<file path="config.mk">
export PLATFORM = sky130hd
export DESIGN_NAME = interp_residual_decoder_unit
export DESIGN_NICKNAME = d
export VERILOG_FILES = /design/src/rtl/core/ird_pkg.sv /design/src/rtl/core/interp_residual_decoder_unit.sv /design/src/rtl/core/ird_front.sv /design/src/rtl/core/ird_interp.sv
export SDC_FILE = /design/constraint.sdc
export NUM_CORES = 1
export LEC_CHECK = 0
export ABC_AREA = 0
export BUFFER_PORTS_ARGS = -buffer_cell sky130_fd_sc_hd__buf_2
export CORE_MARGIN = 4
export CORE_UTILIZATION = 38
export CTS_CLUSTER_SIZE = 28
export DETAILED_ROUTE_END_ITERATION = 7
export PLACE_DENSITY_LB_ADDON = 0.2
export SYNTH_ARGS = -nofsm -noshare
export SYNTH_HDL_FRONTEND = slang
export SYNTH_SLANG_ARGS = --single-unit
</file>
<file path="constraint.sdc">
create_clock -name clk -period 13.8 [get_ports clk]
set_input_delay 0 -clock clk [delete_from_list [all_inputs] [get_ports clk]]
set_output_delay 0 -clock clk [all_outputs]
set_load 0.005 [all_outputs]
</file>
<file path="src/rtl/core/ird_pkg.sv">
// Package for the interpolation residual decoder: segment and result types, divide helpers.
`default_nettype none

package ird_pkg;

  localparam int SAMPLE_W = 16;
  localparam int SUM_W    = 18;

  // ceil(2^17 / 3): exact floor(a/3) for any a below 2^17
  localparam logic [15:0] RECIP3 = 16'd43691;

  typedef logic [SAMPLE_W-1:0] sample_t;
  typedef logic [SUM_W-1:0]    sum_t;

  // One segment waiting for interpolation
  typedef struct packed {
    sample_t prev;
    sample_t anchor;
    sample_t r1;
    sample_t r2;
    sample_t r3;
    logic    last;
  } seg_t;

  // One rebuilt group of four samples
  typedef struct packed {
    sample_t s0;
    sample_t s1;
    sample_t s2;
    sample_t s3;
    logic    final_grp;
  } grp_t;

  function automatic sum_t sext(input sample_t v);
    return {{(SUM_W-SAMPLE_W){v[SAMPLE_W-1]}}, v};
  endfunction

  // Signed divide by 4, truncated toward zero
  function automatic sum_t div4_trunc(input sum_t x);
    sum_t a;
    a = x + (x[SUM_W-1] ? sum_t'(3) : sum_t'(0));
    return {{2{a[SUM_W-1]}}, a[SUM_W-1:2]};
  endfunction

  // Signed divide by 2, truncated toward zero
  function automatic sum_t div2_trunc(input sum_t x);
    sum_t a;
    a = x + {{(SUM_W-1){1'b0}}, x[SUM_W-1]};
    return {a[SUM_W-1], a[SUM_W-1:1]};
  endfunction

  // Signed divide by 3, truncated toward zero; |x| stays below 2^17
  function automatic sum_t div3_trunc(input sum_t x);
    sum_t        mag;
    logic [32:0] prod;
    sum_t        q;
    mag  = x[SUM_W-1] ? (~x + sum_t'(1)) : x;
    prod = mag[16:0] * RECIP3;
    q    = {2'b00, prod[32:17]};
    return x[SUM_W-1] ? (~q + sum_t'(1)) : q;
  endfunction

endpackage

`default_nettype wire

</file>
<file path="src/rtl/core/interp_residual_decoder_unit.sv">
// Path: an accepted segment beat is held in the segment register, then in the output register.
// Throughput: one input beat per cycle while the output is not stalled; a block opener yields no output beat.
// The rate is set by the single pass through the interpolation datapath.
// Reset clears the prior anchor to zero, closes any open block, empties both stages.
// Input stall rises only while both the segment and output registers are held.
`default_nettype none

module interp_residual_decoder_unit
  import ird_pkg::*;
(
  input  wire logic    clk,
  input  wire logic    rst,
  input  wire logic    in_valid,
  output logic         in_stall,
  input  wire sample_t anchor_value,
  input  wire sample_t resid_one,
  input  wire sample_t resid_two,
  input  wire sample_t resid_three,
  input  wire logic    block_start,
  input  wire logic    block_end,
  output logic         out_valid,
  input  wire logic    out_stall,
  output sample_t      sample_zero,
  output sample_t      sample_one,
  output sample_t      sample_two,
  output sample_t      sample_three,
  output logic         final_group
);

  logic fwd_ready;
  logic seg_valid;
  seg_t seg;
  grp_t grp;
  grp_t res;
  logic load;

  assign fwd_ready = !out_valid || !out_stall;
  assign load      = seg_valid && fwd_ready;

  ird_front u_front (
    .clk          (clk),
    .rst          (rst),
    .in_valid     (in_valid),
    .in_stall     (in_stall),
    .anchor_value (anchor_value),
    .resid_one    (resid_one),
    .resid_two    (resid_two),
    .resid_three  (resid_three),
    .block_start  (block_start),
    .block_end    (block_end),
    .fwd_ready    (fwd_ready),
    .seg_valid    (seg_valid),
    .seg          (seg)
  );

  ird_interp u_interp (
    .seg (seg),
    .grp (grp)
  );

  // Output register
  always_ff @(posedge clk) begin
    if (rst) begin
      out_valid <= 1'b0;
    end else if (load) begin
      out_valid <= 1'b1;
    end else if (!out_stall) begin
      out_valid <= 1'b0;
    end
  end

  always_ff @(posedge clk) begin
    if (load) begin
      res <= grp;
    end
  end

  assign sample_zero  = res.s0;
  assign sample_one   = res.s1;
  assign sample_two   = res.s2;
  assign sample_three = res.s3;
  assign final_group  = res.final_grp;

  // Input held back only when both stages are full and the output is stalled
  a_stall_cause: assert property (@(posedge clk) disable iff (rst)
    in_stall |-> (seg_valid && out_valid && out_stall))
    else $error("input stalled with room in the pipeline");

  // A waiting segment follows a taken output beat with no bubble
  a_no_bubble: assert property (@(posedge clk) disable iff (rst)
    (out_valid && !out_stall && seg_valid) |=> out_valid)
    else $error("bubble between output beats");

  // Last segment passes the new anchor through as the fourth sample
  a_final_anchor: assert property (@(posedge clk) disable iff (rst)
    (load && seg.last) |=> (final_group && sample_three == $past(seg.anchor)))
    else $error("final group lost the closing anchor");

  // First sample is always the prior anchor of the segment
  a_prev_pass: assert property (@(posedge clk) disable iff (rst)
    load |=> (sample_zero == $past(seg.prev)))
    else $error("sample zero differs from prior anchor");

  // Nothing comes out right after reset
  a_reset_empty: assert property (@(posedge clk)
    rst |=> !out_valid)
    else $error("output valid after reset");

endmodule

`default_nettype wire

</file>
<file path="src/rtl/core/ird_front.sv">
// Input stage: keeps the prior anchor, drops block openers, registers segments.
`default_nettype none

module ird_front
  import ird_pkg::*;
(
  input  wire logic    clk,
  input  wire logic    rst,
  input  wire logic    in_valid,
  output logic         in_stall,
  input  wire sample_t anchor_value,
  input  wire sample_t resid_one,
  input  wire sample_t resid_two,
  input  wire sample_t resid_three,
  input  wire logic    block_start,
  input  wire logic    block_end,
  input  wire logic    fwd_ready,
  output logic         seg_valid,
  output seg_t         seg
);

  sample_t prior_anchor;
  logic    anchor_valid;
  logic    accept;
  logic    opens;

  // Held segment blocks new beats only when it cannot move on
  assign in_stall = seg_valid && !fwd_ready;
  assign accept   = in_valid && !in_stall;
  assign opens    = block_start || !anchor_valid;

  // Anchor state
  always_ff @(posedge clk) begin
    if (rst) begin
      prior_anchor <= '0;
      anchor_valid <= 1'b0;
    end else if (accept) begin
      prior_anchor <= anchor_value;
      anchor_valid <= opens ? 1'b1 : !block_end;
    end
  end

  // Segment register; openers never occupy it
  always_ff @(posedge clk) begin
    if (rst) begin
      seg_valid <= 1'b0;
    end else if (accept) begin
      seg_valid <= !opens;
    end else if (fwd_ready) begin
      seg_valid <= 1'b0;
    end
  end

  always_ff @(posedge clk) begin
    if (accept) begin
      seg.prev   <= prior_anchor;
      seg.anchor <= anchor_value;
      seg.r1     <= resid_one;
      seg.r2     <= resid_two;
      seg.r3     <= resid_three;
      seg.last   <= block_end;
    end
  end

endmodule

`default_nettype wire

</file>
<file path="src/rtl/core/ird_interp.sv">
// Interpolation datapath: quarter or third points minus residuals, 16-bit wrap.
`default_nettype none

module ird_interp
  import ird_pkg::*;
(
  input  wire seg_t seg,
  output grp_t      grp
);

  sum_t p;
  sum_t n;
  sum_t q1;
  sum_t q2;
  sum_t q3;
  sum_t t1;
  sum_t t2;

  assign p = sext(seg.prev);
  assign n = sext(seg.anchor);

  // Interpolated points
  always_comb begin
    if (seg.last) begin
      q1 = div3_trunc({p[SUM_W-2:0], 1'b0} + n);
      q2 = div3_trunc(p + {n[SUM_W-2:0], 1'b0});
    end else begin
      q1 = div4_trunc({p[SUM_W-2:0], 1'b0} + p + n);
      q2 = div2_trunc(p + n);
    end
    q3 = div4_trunc(p + {n[SUM_W-2:0], 1'b0} + n);
  end

  // Residual removal; upper bits drop for the wrap
  assign t1 = q1 - sext(seg.r1);
  assign t2 = q2 - sext(seg.r2);

  always_comb begin
    grp.s0        = seg.prev;
    grp.s1        = t1[SAMPLE_W-1:0];
    grp.s2        = t2[SAMPLE_W-1:0];
    grp.s3        = seg.last ? seg.anchor : (q3[SAMPLE_W-1:0] - seg.r3);
    grp.final_grp = seg.last;
  end

endmodule

`default_nettype wire
</file>
==> out/qor.yml <==
cp.depth: 41
synthXorXnorAreaFrac: 0.0962
slowest_stage: "edfxtp_1"
cp.arrival_ns: 12.87
via_count: 19600
tightest_slew_ns: 1.15
vias_per_cell: 5.27
syn_nets: 3278
worst-setup-path-type: "reg -> reg"
hold_viol: 0
core.rowCount: 92
r2r_cells: 41
place_worst_setup_slack_ns: 1.34
hpwl_um: 57700
rsz0062_at_grt: "false"
start_kind: "flip-flop"
postPlaceCellArea_mm2: 0.0260
hp-class: "in -> reg"
setup_ws_ns: 1.13
antenna_left: 0
synth-edff-count: 146
grt_pass1_wl_um: 110000
synth_top_family_by_area: "adder cells"
netlist_instances: 2633
cts_htree_levels: 4
clk_path_buf_depth: 2
drv_slew: 0
yosys.area_share.adder: 0.355
synth_area_leaders: "ha_1, edfxtp_1, fa_1"
path_delay_family: "adder cells"
globalRouteTotalUtil: 0.205
cts_sinks: 165
tns_ns: 0
seq_area_frac_synth: 0.197
grt_overflow: 0
relSlewSlack: 0.236
path_max_fanout: 9
synth_area_leader_cell: "ha_1"
critPathMaxStageDelay_ns: 0.55
drtIter0Drc: 1137
crit_buf_inv: 4
design_area_mm2: 0.0273
die_area_mm2: 0.0677
core_area_mm2: 0.0631
required_ns: 14.00
synth_seq_cells: 165
syn_area_per_cell_um2: 9.18
fin_nets: 3503
skew_ns: 0.0149
portBuffers: 136
start_util: 0.383
synth_compound_area_frac: 0.152
gp_congestion: 0.914
cts_tree: "done"
io_pins: 137
post_cts_buffers: 0
die_height_um: 260
cts_resized: 0
fp.dieW_um: 260
synthArstFlopShare: 0
syn-cell-area_mm2: 0.0242
routedWlPerCell_um: 18.6
fmax_mhz: 78.9
grt_pass1_vias: 20100
antennaDiodeCount: 0
drive_gt1_frac: 0.0860
outcome: "complete, no violations"
drt-total-wl_um: 69200
setup_viol: 0
clock_latency_ns: 0.45
synth-simple-area-share: 0.122
synth_top_area_share: 0.202
timing.final.crit_share: 0.918
muxShareOfSynthArea: 0.00616
end_kind: "flip-flop"
grt_max_degree: 68
period_minus_slack_ns: 12.67
yosys_warnings: 0
cts_hold_buf: 70
cts_buffers: 17
post-route-drc-count: 0
hold_depth: 2
clock-root-buffer: "clkbuf_16"
area_growth_pct: 12.9
clk_pin_slew_worst_paths_ns: 0.07
antenna_found_initial: 1
synth_ff_type: "edfxtp_1"
ys_types: 94
max_cap_violations: 0
drt_first_pass_iters: 5
## worst register-to-register path: cells and delay by family (launching register included)
kind	cells	cell delay, ns
muxes	1	0.21
DFF	1	0.55
xor gates and xnor gates	4	1.11
and+or+nand+nor	13	3.85
adders and majority gates	10	4.14
buffers and inverters	4	0.23
AOI/OAI and AO/OA	9	2.35
## cell usage after synthesis (6+ instances only)
cell type and n:
xnor2_1 171, nand3b_1 6, a211o_1 9, nand2_1 197
edfxtp_1 146, nand4_1 22, and3_1 19, or2_2 9
a21oi_1 175, o31ai_1 11, fa_1 185, or3_1 19
nand3_1 49, and2_1 14, clkbuf_1 25, ha_1 390
xor2_1 91, a31oi_1 17, o211ai_1 17, nor4_1 12
dfxtp_1 19, nor3_1 42, nor2_1 136, nor2b_1 21
o21ai_1 9, o21a_1 21, mux2i_1 7, a21boi_0 8
nand2b_1 19, inv_1 431, o21bai_1 37, o21ai_0 93
mux2_2 7, nor3b_1 6, a21o_1 55, a211oi_1 20
a311oi_1 7, a2111oi_0 6
## state kept, by name (all words and copies together), names as in the netlist
| signal | count |
|---|---|
| u_front.seg | 81 |
| sample_one | 16 |
| sample_three | 16 |
| sample_two | 16 |
| sample_zero | 16 |
| u_front.prior_anchor | 16 |
| final_group | 1 |
| out_valid | 1 |
| u_front.anchor_valid | 1 |
| u_front.seg_valid | 1 |
## per-stage QoR
stage,std cells,util,hold slack (ns)
6_report,3717,0.433,0.269
5_1_grt,3717,0.433,0.259
4_1_cts,3717,0.433,0.230
3_5_place_dp,3615,0.413,0.179
3_3_place_gp,3615,0.413,0.178
2_1_floorplan,2633,-,0.0989
## per-layer routing
metal  GRT usage  up-vias  share of wire
li1            -     9533              -
met1       0.283     9534           0.47
met2       0.343      425           0.47
met3      0.0186       85          0.036
met4      0.0584        2          0.024
met5           0        -        0.00010
## cell usage in the layout (no fill, tap or decap), drive strengths merged, types with 14 or more instances in the layout
cell type	n
nand2b	20
nor3	45
a21o	55
nor2b	21
nor4	14
a211oi	25
nand4	22
and2	15
xnor2	172
or3	19
clkbuf	22
edfxtp	146
xor2	92
o21a	21
a31oi	17
dlygate4sd3	70
ha	390
dfxtp	19
and3	19
o211ai	18
a21oi	177
nor2	137
fa	185
o21ai	105
nand2	197
buf	165
nand3	49
inv	440
o21bai	37
## worst paths after layout
| check | from | end | slack (ns) |
|---|---|---|---|
| hold reg to reg | u_front.prior_anchor[11] | u_front.seg[76] | 0.43 |
| setup reg to reg | u_front.seg[50] | sample_one[15] | 1.13 |
| hold / removal | resid_two[14] | u_front.seg[31] | 0.27 |
| setup / recovery | u_front.seg[50] | sample_one[15] | 1.13 |
## cell type report
cell class                 count  area, um2
clock buffer                  22        475
clock inverter                10       85.1
fill                        6283      35800
inverter                     432       1620
multi-input combinational   2007      17700
sequential                   165       4760
tap                          846       1060
timing repair buffer         235       1600
## kinds of logic after synthesis
kind of cell	Yosys count
flip-flops	165
AO/OA/AOI/OAI	552
AND/OR/NAND/NOR	601
adder cells (fa/ha/maj)	576
multiplexers	14
XOR/XNOR	264
buffers and inverters	461
Power is left out: the tool's default activity adds up to more than one toggle a clock period on the data nets, which glitch-free logic cannot reach.
